==> src/design/tgr_pkg.sv <==
// Shared types and constants of the TGA run-length decoder.
package tgr_pkg;

    localparam int PIXEL_BITS         = 32;
    localparam int BYTE_BITS          = 8;
    localparam int RUN_BITS           = 8;
    localparam int BPP_BITS           = 3;
    localparam int CFG_INDEX_BITS     = 2;
    localparam int CFG_DATA_BITS      = 25;
    localparam int COUNT_BITS_DEFAULT = 25;
    localparam int QUEUE_DEPTH        = 2;

    localparam logic [BPP_BITS-1:0]  BPP_RESET = 3'd3;
    localparam logic [BPP_BITS-1:0]  BPP_MIN   = 3'd1;
    localparam logic [BPP_BITS-1:0]  BPP_MAX   = 3'd4;
    localparam logic [BYTE_BITS-1:0] RAW_LIMIT = 8'd128;
    localparam logic [BYTE_BITS-1:0] RUN_BIAS  = 8'd127;
    localparam logic [CFG_DATA_BITS-1:0] TOTAL_RESET = 25'd1;

    localparam logic [CFG_INDEX_BITS-1:0] CFG_REG_BPP   = 2'd0;
    localparam logic [CFG_INDEX_BITS-1:0] CFG_REG_TOTAL = 2'd1;

    // One decoded pixel to be written count times; count already limited to the image.
    typedef struct packed {
        logic [PIXEL_BITS-1:0] px;
        logic [RUN_BITS-1:0]   count;
        logic                  over;
        logic                  done;
    } t_cmd;

    typedef struct packed {
        logic full;
        logic empty;
    } t_q_status;

endpackage

==> src/design/tgr_front.sv <==
// Front part: packet parsing, pixel assembly and pixel counting.
module tgr_front #(
    parameter int COUNT_BITS = tgr_pkg::COUNT_BITS_DEFAULT
) (
    input  logic                                 i_clk,
    input  logic                                 i_rst_n,
    input  logic                                 i_accept,
    input  logic [tgr_pkg::BYTE_BITS-1:0]        i_stream_byte,
    input  logic                                 i_frame_start,
    input  logic [tgr_pkg::BPP_BITS-1:0]         i_bpp,
    input  logic [COUNT_BITS-1:0]                i_total,
    output logic                                 o_push,
    output tgr_pkg::t_cmd                        o_cmd
);

    typedef enum logic [2:0] {
        PH_HEADER = 3'b001,
        PH_RAW    = 3'b010,
        PH_RUN    = 3'b100
    } t_phase;

    t_phase                          r_phase, n_phase, phase_c;
    logic [tgr_pkg::RUN_BITS-1:0]    r_remaining, n_remaining;
    logic [1:0]                      r_pos, n_pos;
    logic [tgr_pkg::PIXEL_BITS-1:0]  r_asm, n_asm, asm_new;
    logic [COUNT_BITS-1:0]           r_written, n_written, written_c, room, written_after;
    logic                            r_halted, n_halted, halted_c;
    logic [tgr_pkg::BPP_BITS-1:0]    bpp_eff;
    logic [tgr_pkg::RUN_BITS-1:0]    want, fit;
    logic                            fits;

    always_comb begin
        priority if (i_bpp == '0) begin
            bpp_eff = tgr_pkg::BPP_MIN;
        end else if (i_bpp > tgr_pkg::BPP_MAX) begin
            bpp_eff = tgr_pkg::BPP_MAX;
        end else begin
            bpp_eff = i_bpp;
        end
    end

    // frame_start clears the counters before the byte is taken
    assign phase_c   = i_frame_start ? PH_HEADER : r_phase;
    assign written_c = i_frame_start ? '0 : r_written;
    assign halted_c  = i_frame_start ? 1'b0 : r_halted;

    assign asm_new = r_asm | (tgr_pkg::PIXEL_BITS'(i_stream_byte) << {r_pos, 3'b000});
    assign want    = (phase_c == PH_RAW) ? tgr_pkg::RUN_BITS'(1) : r_remaining;
    assign room    = (i_total > written_c) ? (i_total - written_c) : '0;
    assign fits    = COUNT_BITS'(want) <= room;
    assign fit     = fits ? want : tgr_pkg::RUN_BITS'(room);
    assign written_after = written_c + COUNT_BITS'(fit);

    always_comb begin
        n_phase     = r_phase;
        n_remaining = r_remaining;
        n_pos       = r_pos;
        n_asm       = r_asm;
        n_written   = r_written;
        n_halted    = r_halted;
        o_push      = 1'b0;
        o_cmd.px    = asm_new;
        o_cmd.count = fit;
        o_cmd.over  = !fits;
        o_cmd.done  = (written_after == i_total) && (fit != '0);
        if (i_accept) begin
            n_phase   = phase_c;
            n_written = written_c;
            n_halted  = halted_c;
            if (!halted_c) begin
                if (phase_c == PH_HEADER) begin
                    if (i_stream_byte < tgr_pkg::RAW_LIMIT) begin
                        n_phase     = PH_RAW;
                        n_remaining = i_stream_byte + tgr_pkg::RUN_BITS'(1);
                    end else begin
                        n_phase     = PH_RUN;
                        n_remaining = i_stream_byte - tgr_pkg::RUN_BIAS;
                    end
                    n_pos = '0;
                    n_asm = '0;
                end else if (({1'b0, r_pos} + 3'd1) < bpp_eff) begin
                    n_pos = r_pos + 2'd1;
                    n_asm = asm_new;
                end else begin
                    // pixel complete: hand it to the back part
                    o_push    = 1'b1;
                    n_pos     = '0;
                    n_asm     = '0;
                    n_written = written_after;
                    n_halted  = !fits;
                    if (phase_c == PH_RAW) begin
                        n_remaining = r_remaining - tgr_pkg::RUN_BITS'(1);
                        if (r_remaining == tgr_pkg::RUN_BITS'(1)) begin
                            n_phase = PH_HEADER;
                        end
                    end else begin
                        n_remaining = '0;
                        n_phase     = PH_HEADER;
                    end
                end
            end
        end
    end

    always_ff @(posedge i_clk) begin
        if (!i_rst_n) begin
            r_phase     <= PH_HEADER;
            r_remaining <= '0;
            r_pos       <= '0;
            r_written   <= '0;
            r_halted    <= 1'b0;
        end else begin
            r_phase     <= n_phase;
            r_remaining <= n_remaining;
            r_pos       <= n_pos;
            r_written   <= n_written;
            r_halted    <= n_halted;
        end
    end

    always_ff @(posedge i_clk) begin
        if (!i_rst_n) begin
            r_asm <= '0;
        end else begin
            r_asm <= n_asm;
        end
    end

endmodule

==> src/design/tgr_queue.sv <==
// Short command queue between the front and back parts.
module tgr_queue (
    input  logic                i_clk,
    input  logic                i_rst_n,
    input  logic                i_push,
    input  tgr_pkg::t_cmd       i_cmd,
    input  logic                i_pop,
    output tgr_pkg::t_cmd       o_cmd,
    output tgr_pkg::t_q_status  o_status
);

    localparam int DEPTH   = tgr_pkg::QUEUE_DEPTH;
    localparam int PTR_W   = (DEPTH > 1) ? $clog2(DEPTH) : 1;
    localparam int COUNT_W = $clog2(DEPTH + 1);
    localparam logic [PTR_W-1:0]   LAST_PTR  = PTR_W'(DEPTH - 1);
    localparam logic [COUNT_W-1:0] FULL_CNT  = COUNT_W'(DEPTH);

    tgr_pkg::t_cmd       r_entry [DEPTH];
    logic [PTR_W-1:0]    r_wr_ptr, r_rd_ptr;
    logic [COUNT_W-1:0]  r_count;
    logic                do_push, do_pop;

    assign o_status.full  = (r_count == FULL_CNT);
    assign o_status.empty = (r_count == '0);
    assign do_push = i_push && !o_status.full;
    assign do_pop  = i_pop && !o_status.empty;
    assign o_cmd   = r_entry[r_rd_ptr];

    always_ff @(posedge i_clk) begin
        if (do_push) begin
            r_entry[r_wr_ptr] <= i_cmd;
        end
    end

    always_ff @(posedge i_clk) begin
        if (!i_rst_n) begin
            r_wr_ptr <= '0;
            r_rd_ptr <= '0;
            r_count  <= '0;
        end else begin
            if (do_push) begin
                r_wr_ptr <= (r_wr_ptr == LAST_PTR) ? '0 : r_wr_ptr + PTR_W'(1);
            end
            if (do_pop) begin
                r_rd_ptr <= (r_rd_ptr == LAST_PTR) ? '0 : r_rd_ptr + PTR_W'(1);
            end
            r_count <= r_count + COUNT_W'(do_push) - COUNT_W'(do_pop);
        end
    end

endmodule

==> src/design/tgr_back.sv <==
// Back part: expands commands into results of up to two pixels each.
module tgr_back (
    input  logic                                 i_clk,
    input  logic                                 i_rst_n,
    input  tgr_pkg::t_cmd                        i_cmd,
    input  logic                                 i_cmd_avail,
    output logic                                 o_pop,
    input  logic                                 i_stall,
    output logic                                 o_valid,
    output logic [tgr_pkg::PIXEL_BITS-1:0]       o_pixel_first,
    output logic [tgr_pkg::PIXEL_BITS-1:0]       o_pixel_second,
    output logic [1:0]                           o_pixel_valid,
    output logic                                 o_image_done,
    output logic                                 o_overrun,
    output logic                                 o_last
);

    logic                          r_busy;
    tgr_pkg::t_cmd                 r_cmd;
    logic [tgr_pkg::RUN_BITS-1:0]  r_left;
    logic                          out_free, emit, emit_last;
    logic [1:0]                    emit_n;

    assign out_free  = !o_valid || !i_stall;
    assign emit      = r_busy && out_free;
    assign emit_last = r_left <= tgr_pkg::RUN_BITS'(2);
    assign emit_n    = (r_left >= tgr_pkg::RUN_BITS'(2)) ? 2'd2 : r_left[1:0];
    // take the next command as the current one finishes
    assign o_pop     = i_cmd_avail && (!r_busy || (emit && emit_last));

    always_ff @(posedge i_clk) begin
        if (!i_rst_n) begin
            r_busy  <= 1'b0;
            o_valid <= 1'b0;
        end else begin
            if (o_pop) begin
                r_busy <= 1'b1;
            end else if (emit && emit_last) begin
                r_busy <= 1'b0;
            end
            if (emit) begin
                o_valid <= 1'b1;
            end else if (!i_stall) begin
                o_valid <= 1'b0;
            end
        end
    end

    always_ff @(posedge i_clk) begin
        if (o_pop) begin
            r_cmd  <= i_cmd;
            r_left <= i_cmd.count;
        end else if (emit) begin
            r_left <= r_left - tgr_pkg::RUN_BITS'(emit_n);
        end
        if (emit) begin
            o_pixel_first  <= (emit_n != 2'd0) ? r_cmd.px : '0;
            o_pixel_second <= (emit_n == 2'd2) ? r_cmd.px : '0;
            o_pixel_valid  <= emit_n;
            o_image_done   <= emit_last && r_cmd.done;
            o_overrun      <= emit_last && r_cmd.over;
            o_last         <= emit_last;
        end
    end

endmodule

==> src/design/tga_rle_decoder.sv <==
// Top level of the TGA run-length decoder: configuration registers and part wiring.
// Takes one packet byte per cycle while the two-entry command queue has room; a header
// byte or a byte that does not finish a pixel gives no result. The byte that finishes
// a pixel queues one command, and the back part drains each command at one result
// per cycle while i_stall is low, up to two pixels per result: ceil(n/2) results for n
// pixels, one for a raw pixel or an overrun with no pixel left. Long runs therefore hold
// o_stall high once the queue is full. Registers are taken on any cycle (o_cfg_ready is
// always high) and should be written only while the decoder is idle; bytes_per_pixel
// of 0 acts as 1 and above 4 acts as 4. After an overrun bytes are dropped until one
// arrives with frame_start set.
module tga_rle_decoder #(
    parameter int COUNT_BITS = tgr_pkg::COUNT_BITS_DEFAULT
) (
    input  logic                                 i_clk,
    input  logic                                 i_rst_n,
    input  logic                                 i_valid,
    output logic                                 o_stall,
    input  logic [tgr_pkg::BYTE_BITS-1:0]        i_stream_byte,
    input  logic                                 i_frame_start,
    output logic                                 o_valid,
    input  logic                                 i_stall,
    output logic [tgr_pkg::PIXEL_BITS-1:0]       o_pixel_first,
    output logic [tgr_pkg::PIXEL_BITS-1:0]       o_pixel_second,
    output logic [1:0]                           o_pixel_valid,
    output logic                                 o_image_done,
    output logic                                 o_overrun,
    output logic                                 o_last,
    input  logic                                 i_cfg_valid,
    output logic                                 o_cfg_ready,
    input  logic [tgr_pkg::CFG_INDEX_BITS-1:0]   i_cfg_index,
    input  logic [tgr_pkg::CFG_DATA_BITS-1:0]    i_cfg_data
);

    logic [tgr_pkg::BPP_BITS-1:0]  r_bpp;
    logic [COUNT_BITS-1:0]         r_total;
    logic                          in_accept, push, pop;
    tgr_pkg::t_cmd                 push_cmd, head_cmd;
    tgr_pkg::t_q_status            q_status;

    assign o_cfg_ready = 1'b1;
    assign o_stall     = q_status.full;
    assign in_accept   = i_valid && !o_stall;

    always_ff @(posedge i_clk) begin
        if (!i_rst_n) begin
            r_bpp   <= tgr_pkg::BPP_RESET;
            r_total <= COUNT_BITS'(tgr_pkg::TOTAL_RESET);
        end else if (i_cfg_valid && o_cfg_ready) begin
            if (i_cfg_index == tgr_pkg::CFG_REG_BPP) begin
                r_bpp <= i_cfg_data[tgr_pkg::BPP_BITS-1:0];
            end else if (i_cfg_index == tgr_pkg::CFG_REG_TOTAL) begin
                r_total <= COUNT_BITS'(i_cfg_data);
            end
        end
    end

    tgr_front #(
        .COUNT_BITS (COUNT_BITS)
    ) u_front (
        .i_clk         (i_clk),
        .i_rst_n       (i_rst_n),
        .i_accept      (in_accept),
        .i_stream_byte (i_stream_byte),
        .i_frame_start (i_frame_start),
        .i_bpp         (r_bpp),
        .i_total       (r_total),
        .o_push        (push),
        .o_cmd         (push_cmd)
    );

    tgr_queue u_queue (
        .i_clk    (i_clk),
        .i_rst_n  (i_rst_n),
        .i_push   (push),
        .i_cmd    (push_cmd),
        .i_pop    (pop),
        .o_cmd    (head_cmd),
        .o_status (q_status)
    );

    tgr_back u_back (
        .i_clk          (i_clk),
        .i_rst_n        (i_rst_n),
        .i_cmd          (head_cmd),
        .i_cmd_avail    (!q_status.empty),
        .o_pop          (pop),
        .i_stall        (i_stall),
        .o_valid        (o_valid),
        .o_pixel_first  (o_pixel_first),
        .o_pixel_second (o_pixel_second),
        .o_pixel_valid  (o_pixel_valid),
        .o_image_done   (o_image_done),
        .o_overrun      (o_overrun),
        .o_last         (o_last)
    );

    a_empty_is_overrun: assert property (@(posedge i_clk) disable iff (!i_rst_n)
        (o_valid && o_pixel_valid == 2'd0) |-> (o_overrun && o_last))
        else $error("result without pixels that is not a final overrun");

    a_done_on_last: assert property (@(posedge i_clk) disable iff (!i_rst_n)
        (o_valid && (o_image_done || o_overrun)) |-> o_last)
        else $error("image_done or overrun on a result that is not last");

    a_inner_full: assert property (@(posedge i_clk) disable iff (!i_rst_n)
        (o_valid && !o_last) |-> (o_pixel_valid == 2'd2))
        else $error("non-final result carries fewer than two pixels");

    a_stall_no_push: assert property (@(posedge i_clk) disable iff (!i_rst_n)
        (q_status.full && !pop) |=> !q_status.empty)
        else $error("full command queue lost its entries");

endmodule

==> config.mk <==
export PLATFORM = sky130hd
export DESIGN_NAME = tga_rle_decoder
export DESIGN_NICKNAME = d
export VERILOG_FILES = /design/src/design/tgr_pkg.sv /design/src/design/tgr_front.sv /design/src/design/tgr_queue.sv /design/src/design/tgr_back.sv /design/src/design/tga_rle_decoder.sv
export SDC_FILE = /design/constraint.sdc
export NUM_CORES = 1
export LEC_CHECK = 0
export ABC_AREA = 0
export ABC_CLOCK_PERIOD_IN_PS = 14450
export BUFFER_PORTS_ARGS = -buffer_cell sky130_fd_sc_hd__buf_2
export CAP_MARGIN = 40
export CORE_MARGIN = 2
export CORE_UTILIZATION = 50
export CTS_BUF_LIST = sky130_fd_sc_hd__clkbuf_8
export DETAILED_ROUTE_END_ITERATION = 10
export PLACE_DENSITY = 0.68
export SYNTH_ARGS = -nofsm -noshare
export SYNTH_HDL_FRONTEND = slang
export SYNTH_SLANG_ARGS = --single-unit
==> constraint.sdc <==
create_clock -name i_clk -period 14.45 [get_ports i_clk]
set_input_delay 4.335 -clock i_clk [delete_from_list [all_inputs] [get_ports i_clk]]
set_output_delay 4.335 -clock i_clk [all_outputs]
set_load 0.05 [all_outputs]
# After elaboration in Yosys (flattened, before gate mapping)

Memories as Yosys holds them, arrays and structs flattened. A register that Yosys moved wholly into a read port is not among the register bits.
Cells that the tools add are included.

$add $sub $neg: 12
$lt $le $gt $ge: 7
Equal/unequal tests: 9
Shifts and indexed selects: 1
Mux-type cells: 45
Bitwise operators: 3
Reductions and logical operators: 28

Operator list:

| cell                                                              | count |
|---|---|
| 2-to-1 mux 25 bit                                                 | 5 |
| 2-to-1 mux 32 bit                                                 | 2 |
| 2-to-1 mux 8 bit                                                  | 8 |
| OR 32 bit                                                         | 1 |
| left shift 8 x 5 -> 32 bit                                        | 1 |
| 2-to-1 mux 3 bit                                                  | 9 |
| adder 25 x 8 -> 25 bit                                            | 1 |
| equality test 25 bit                                              | 1 |
| > comparator 25 bit                                               | 1 |
| <= comparator 8 x 25 -> 1 bit                                     | 1 |
| subtractor 25 bit                                                 | 1 |
| 2-to-1 mux 1 bit                                                  | 18 |
| logical AND 1 bit                                                 | 9 |
| adder 8 x 1 -> 8 bit, second input constant                       | 1 |
| equality test 8 x 1 -> 1 bit, second input constant               | 1 |
| greater-or-equal comparator 8 x 2 -> 1 bit, second input constant | 1 |
| <= comparator 8 x 2 -> 1 bit, second input constant               | 1 |
| less-than comparator 8 bit, second input constant                 | 1 |
| nonzero test 8 bit                                                | 1 |
| subtractor 8 x 1 -> 8 bit, second input constant                  | 1 |
| subtractor 8 x 2 -> 8 bit                                         | 1 |
| subtractor 8 x 7 -> 8 bit, second input constant                  | 1 |
| zero test 1 bit                                                   | 6 |
| 2-to-1 mux 2 bit                                                  | 3 |
| 19 further kinds                                                  | 29 |

Flip-flop bits (word level): 216
Bits in writable memories: 84
Input port bits: 41
Output and inout bits: 72
Logic and storage cells: 129
Memories: 1

Memories:

| name            | depth | bits a word | rd ports | clocked after Yosys merged registers in | write ports | RTL line        | source |
|---|---|---|---|---|---|---|---|
| u_queue.r_entry | 2     | 42          | 1        | 1                                       | 1           | tgr_queue.sv:18 | `tgr_pkg::t_cmd r_entry [DEPTH];` |

# Logic depth before layout (Yosys ltp)

Gate-level depths: netlist (run 1).

Word-level depth: 11
Gate-level depth with buffers: 38
Depth with buffers taken out: 34

# Hierarchy

Synthesis (run 1) repeated with hierarchy kept, for this count alone.

Cells, all modules: 1496
Area total of the unflattened synthesis: 15786.4 um^2

By module, submodules not included:

| module          | times used | cells each | area an instance (um^2) |
|---|---|---|---|
| tgr_front       | 1          | 978        | 7019.2 |
| tgr_back        | 1          | 235        | 4129.0 |
| tgr_queue       | 1          | 158        | 3470.8 |
| tga_rle_decoder | 1          | 125        | 1167.4 |

# Least setup slack after synthesis (run 1)

No wires, ideal clock.

Path kind: in2reg
From: input port i_frame_start
To: memory u_queue.r_entry[0][0] (netlist name), data pin
Arrival: 12.103 ns
Required time: 14.268 ns
Path slack: 2.166 ns
Stages on the path: 37
Path buffers: 3
Cells stage by stage: inv_1 -> clkbuf_1 -> clkbuf_1 -> nand2_1 -> ha_1 -> nor2b_1 -> o211ai_4 -> a2111o_1 -> and3_1 -> or4_4 -> a21oi_4 -> nand2_1 -> ha_1 -> a21o_1 -> a21oi_1 -> o221ai_1 -> o221ai_1 -> nand4b_1 -> nor4_1 -> nand3_1 -> or4_1 -> buf_6 -> nand2_1 -> o21a_1 -> ha_1 -> inv_1 -> fa_1 -> nand2b_1 -> a21oi_1 -> o21ai_1 -> or3_1 -> nor3_1 -> nand3_1 -> xnor2_1 -> nor4_1 -> nand4_1 -> nor4_2

RTL lines:

| element            | RTL line              | source |
|---|---|---|
| start: declaration | tga_rle_decoder.sv:19 | `input logic i_frame_start,` |
| end: declaration   | tgr_queue.sv:18       |  |

==> results of run 1 <==
==> metrics by stage <==
stage	total power, mW	util	hold slack [ns]	instances	area, sq um
floorplan	1.72	-	0.439	1415	14900
global placement	1.87	0.534	0.449	1856	15800
detailed placement	1.89	0.537	0.457	1864	15900
CTS	2.62	0.570	0.471	1956	16800
global route	2.73	0.570	0.491	1956	16800
finish	2.59	0.570	0.470	1956	16800
==> cell type report <==
| cell class | count | area share |
|---|---|---|
| clock buffers | 55 | 0.0450 |
| clock inverters | 37 | 0.0127 |
| inverters | 43 | 0.00959 |
| multi-input cells | 999 | 0.387 |
| flip-flops and latches | 301 | 0.474 |
| well taps | 390 | 0.0290 |
| repair buffers | 131 | 0.0425 |
==> Yosys cell counts (4+ instances only) <==
master and number:
a21o_1 38, xor2_1 31, nand3_1 22, and3_1 11
and2_1 46, nor2b_1 73, ha_1 52, o21ai_0 44
nor3_1 25, nand2b_1 10, nor4_1 12, dfxtp_1 106
nand2_1 151, buf_2 5, a21oi_1 94, o21a_1 8
a22oi_1 13, or2_2 4, nor2_1 98, o21ai_1 14
mux2_2 37, a31oi_1 8, a211oi_1 9, o211ai_1 7
or3_1 8, clkbuf_1 55, inv_1 42, buf_1 7
a21boi_0 31, edfxtp_1 195, mux2i_1 17, xnor2_1 42
nand4_1 19, o221ai_1 6
==> power breakdown <==
part	total, mW	internal [mW]	switching (mW)
sequential	1.16	1.11	0.0557
combinational	0.708	0.229	0.480
clock	0.721	0.387	0.335
total	2.59	1.72	0.870
==> cells by family after synthesis <==
logic type	synth area share
other	0.000251
flip-flops	0.534
buffers and inverters	0.0311
multiplexers	0.0415
AO/OA/AOI/OAI	0.134
XOR/XNOR	0.0428
adder cells (fa/ha/maj)	0.0462
AND/OR/NAND/NOR	0.170
==> per-layer routing <==
layer  routed length (microns)  share of wire  up-vias  global-route usage
met5                         0              0        -                   0
met4                       792          0.023        0              0.0685
met3                      1880          0.054       71              0.0348
met2                     16700           0.48      329               0.369
met1                     15700           0.45     5158               0.303
li1                          -              -     5304                   -
==> sequential cells by signal, summed over array words and instances (netlist names), 2 cells and up, named ones only <==
register	flops
u_back.r_left	8
u_front.r_asm	32
u_queue.r_count	2
u_front.r_written	25
u_back.o_pixel_first	32
r_bpp	3
u_back.o_pixel_valid	2
u_back.o_pixel_second	32
r_total	25
u_front.r_phase	3
u_front.r_remaining	8
u_front.r_pos	2
u_back.r_cmd	34
u_queue.r_entry	84
==> worst paths after layout <==
path | to | cells past startpoint | startpoint
hold / removal | u_front.r_asm[13] | 2 | u_front.r_asm[13]
setup / recovery | u_queue.r_entry[0][0] | 35 | i_frame_start
setup reg to reg | u_queue.r_entry[0][0] | 34 | u_front.r_written[9]
hold reg to reg | u_front.r_asm[13] | 2 | u_front.r_asm[13]
==> critical path, delay by kind of cell <==
kind / cells / cell delay (ns)
compound gates: 10 / 2.22
xor+xnor: 1 / 0.15
fa+ha+maj: 4 / 1.24
buf+inv: 3 / 0.59
simple gates: 17 / 4.93
==> layout by cell type (no fill, tap or decap), drive strengths merged, types with 6 or more instances in the layout <==
master    n
nor2b    73
nor4     14
inv      68
clkbuf   55
a21boi   33
nand2   152
and3     11
edfxtp  195
a21o     38
xor2     31
xnor2    42
dfxtp   106
nand3    23
a22oi    13
o21a      8
o211ai    8
a31oi     8
nor2     98
o221ai    6
mux2i    18
or2       7
ha       52
mux2     38
a21oi    96
and2     49
nand2b   10
clkinv   10
nor3     25
buf     131
or3       8
o21ai    58
a211oi    9
nand4    19
==> reports/results.ini, run 1 <==
[clock_tree]
cts_buffers = 50
cts_hold_buf = 0
cts_tree = done
clockBufferDepth = 3
cts_setup_buffers = 0
clock-root-buffer = clkbuf_8
insertion_delay_ns = 0.61
path_clk_slew_ns = 0.07
cts_resized = 0
htree_levels = 2
cts.sinks = 301

[detailed_routing]
drt-pass1-iter-count = 5
wire_per_inst_microns = 17.9
viasPerCell = 5.55
drt_first_iter_violations = 850
drtAntennaViolNets = 0
vias = 10862
drt_wl_total_microns = 35000
drc = 0

[synthesis]
syn_inst = 1414
synth_edf_count = 195
yosys.area.top_type = edfxtp_1
ys_warn_count = 0
synth_top_area_frac = 0.392
syn_avg_cell_area_sq_um = 10.6
synth_area_leaders = edfxtp_1 (39%), dfxtp_1 (14%), ha_1 (4.4%)
ys_seq_area_frac = 0.534
synth_area_sq_mm = 0.0149
synth-main-ff-cell = edfxtp_1
async_flop_share = 0
yosys_register_bits = 301
synth_cell_types = 81

[worst_setup_path]
end_kind = flop
slowest_delay_ns = 0.81
r2r_setup_slack_ns = 5.03
crit_required_ns = 14.87
cp_slowest_cell = or4_1
crit_type = in2reg
critPathMaxFanout = 13
startpoint_type = input port
crit_arrival_ns = 13.49

[floorplanning]
die_w_microns = 177
io_pins = 113
initial_utilization = 0.505
coreArea_sq_mm = 0.0296
die-area_sq_mm = 0.0313
num_rows = 63
die_y_microns = 177

[placed_design]
port_buffers = 111
dp_slack_ns = 0.841
gp_congestion = 0.933
dp_hpwl_microns = 25100

[final_layout]
drive_above_1_share = 0.162
multi_input_area_sq_mm = 0.00652
n_antenna_cell = 0
finalNetCount = 1621
register_area_sq_mm = 0.00798
fillers = 2598
syn_to_final_growth_pct = 12.7

[timing]
fin_crit_sh = 0.905
rsz0062_at_grt = no
setup_viol = 0
period_needed_ns = 13.07
worstMarginPinSlew_ns = 0.886
final.setup.worst_slack_ns = 1.38
hold_viol = 0
tns_ns = 0
max_clock_freq_mhz = 76.5
finClkSkew_ns = 0.0499
slew_headroom = 0.409
slew_violations = 0

[grt]
track_usage = 0.223
antenna_found_initial = 0
grt_start_max_net_pins = 71
grt_first_pass_wirelength_microns = 54800
grt_pass1_vias = 10380
grt_overflow_total = 0

[power]
p_per_area_mw_per_mm2 = 154
ir_worst_vdd_mv = 0.113
cellLeakagePower_nw = 6.70

[job]
maxCapViolations = 0

[status]
outcome = completed

[worst_hold_path]
hp-class = reg2reg

No activity file was read; power rests on OpenSTA's default activity.
==> run 2: changes to the inputs <==
PLACE_DENSITY = 0.79   (was 0.68)
==> run 2 against run 1 <==
Net effect: sequential share of layout area fell by 0.053 points; power fell by 0.20%; clock power fell by 2%; critical path type unchanged; die area did not move; critical path depth fell by 1; hold slack got worse by 0.0012 ns; clock skew fell by 0.0044 ns; design area rose by 0.11%; sequential cell count did not move; highest routed layer unchanged; wire length fell by 2.7%.
==> reports/results.ini, run 2 (synthesized netlist as in run 1, its figures left out) <==
[grt]
grt_first_pass_wirelength_microns = 55000  ; +0.36%
track_usage = 0.220  ; -0.00284
antenna_found_initial = 0  ; unchanged
grt_start_max_net_pins = 69  ; -2.8%
grt_pass1_vias = 10631  ; +2.4%
grt_overflow_total = 0  ; unchanged

[floorplanning]
num_rows = 63  ; unchanged
die_y_microns = 177  ; unchanged
io_pins = 113  ; unchanged
initial_utilization = 0.505  ; unchanged
coreArea_sq_mm = 0.0296  ; unchanged
die_w_microns = 177  ; unchanged
die-area_sq_mm = 0.0313  ; unchanged

[clock_tree]
htree_levels = 2  ; unchanged
cts_resized = 0  ; unchanged
clockBufferDepth = 3  ; unchanged
clock-root-buffer = clkbuf_8
cts_tree = done
path_clk_slew_ns = 0.06  ; about the same
insertion_delay_ns = 0.59  ; -0.02 ns
cts_hold_buf = 0  ; unchanged
cts_buffers = 48  ; -4.0%
cts.sinks = 301  ; unchanged
cts_setup_buffers = 0  ; unchanged

[timing]
worstMarginPinSlew_ns = 0.865  ; -0.0214 ns
hold_viol = 0  ; unchanged
tns_ns = 0  ; unchanged
period_needed_ns = 13.03  ; -0.0448 ns
finClkSkew_ns = 0.0455  ; -0.00444 ns
fin_crit_sh = 0.902  ; -0.00310
setup_viol = 0  ; unchanged
max_clock_freq_mhz = 76.8  ; +0.34%
slew_headroom = 0.422  ; +0.0131
rsz0062_at_grt = no
slew_violations = 0  ; unchanged

[power]
p_per_area_mw_per_mm2 = 154  ; -0.31%
ir_worst_vdd_mv = 0.0839  ; -26%
cellLeakagePower_nw = 6.68  ; -0.33%
power.total_mw = 2.59  ; -0.20%

[job]
maxCapViolations = 0  ; unchanged

[worst_setup_path]
cp_slowest_cell = or4_1
crit_type = in2reg
critPathMaxFanout = 30  ; +17
crit_buf_inv = 4  ; +1
crit_arrival_ns = 13.42  ; -0.07 ns
crit_required_ns = 14.84  ; -0.03 ns
slowest_delay_ns = 0.82  ; about the same
critPathTopFamily = simple AND/OR/NAND/NOR gates
startpoint_type = input port
end_kind = flop

[final_layout]
drive_above_1_share = 0.163  ; +0.00105
largest_reg_flops = 84  ; unchanged
n_antenna_cell = 0  ; unchanged
syn_to_final_growth_pct = 12.8
layout_commonest_cell = edfxtp_1
finalNetCount = 1618  ; -0.19%
postLayoutCellArea_sq_mm = 0.0169  ; +0.11%
top_register = u_queue.r_entry
final_cell_mix = edfxtp_1 (195), nand2_1 (151), buf_2 (112), dfxtp_1 (105), nor2_1 (95)
reg.largest.list = u_queue.r_entry x84, u_back.r_cmd x34

[detailed_routing]
vias = 10972  ; +1.0%
wire_per_inst_microns = 17.5  ; -2.5%
drtAntennaViolNets = 0  ; unchanged
viasPerCell = 5.62  ; +1.2%
drt_first_iter_violations = 949  ; +12%
drt-pass1-iter-count = 5  ; unchanged
drc = 0  ; unchanged
drt_wl_total_microns = 34100  ; -2.7%

[placed_design]
gp_congestion = 0.996  ; +6.9%
port_buffers = 111  ; unchanged
dp_hpwl_microns = 24300  ; -3.0%
placed_area_sq_mm = 0.0159  ; +0.17%

[status]
outcome = completed

[worst_hold_path]
hp-class = reg2reg

## run 2: layer usage
metal / routed length (microns) / vias up / part of all wire / global-route usage
met5: 0 / - / 0 / 0
met4: 973 / 0 / 0.029 / 0.0782
met3: 2350 / 83 / 0.069 / 0.0445
met2: 16000 / 400 / 0.47 / 0.359
met1: 14700 / 5189 / 0.43 / 0.293
li1: - / 5300 / - / -
## run 2: metrics by stage
stage | hold slack (ns) | setup slack [ns] | utilization | cells
2_1_floorplan | 0.439 | 2.17 | - | 1415
3_3_place_gp | 0.449 | 1.34 | 0.534 | 1855
3_5_place_dp | 0.460 | 0.945 | 0.538 | 1863
4_1_cts | 0.474 | 1.53 | 0.570 | 1952
5_1_grt | 0.501 | 0.851 | 0.570 | 1952
6_report | 0.469 | 1.42 | 0.570 | 1952
## run 2: final timing paths
kind / startpoint / end / slack, ns / cells after the start
setup reg to reg: u_front.r_written[9] / u_queue.r_entry[0][0] / 5.05 / 32
hold / removal: u_front.r_asm[11] / u_front.r_asm[11] / 0.47 / 2
setup / recovery: i_frame_start / u_queue.r_entry[0][0] / 1.42 / 34
hold reg to reg: u_front.r_asm[11] / u_front.r_asm[11] / 0.47 / 2
## run 2: report_power, final
group	leakage, nW	switching (mW)	internal [mW]
Combinational	3.44	0.478	0.230
Clock	0.552	0.325	0.385
Sequential	2.69	0.0620	1.11
## run 2: tightest hold or removal path: stages (launching register included)
cell and delay, ns:
dfxtp_1 0.32, a21oi_1 0.04, nor2_1 0.07
## run 2: cell type report
type	count	area [sq um]
clock buffer	55	757
clock inverter	34	205
fill	2483	12700
inverter	43	161
multi-input combinational	999	6520
sequential	301	7980
tap	390	488
timing repair buffer	130	743
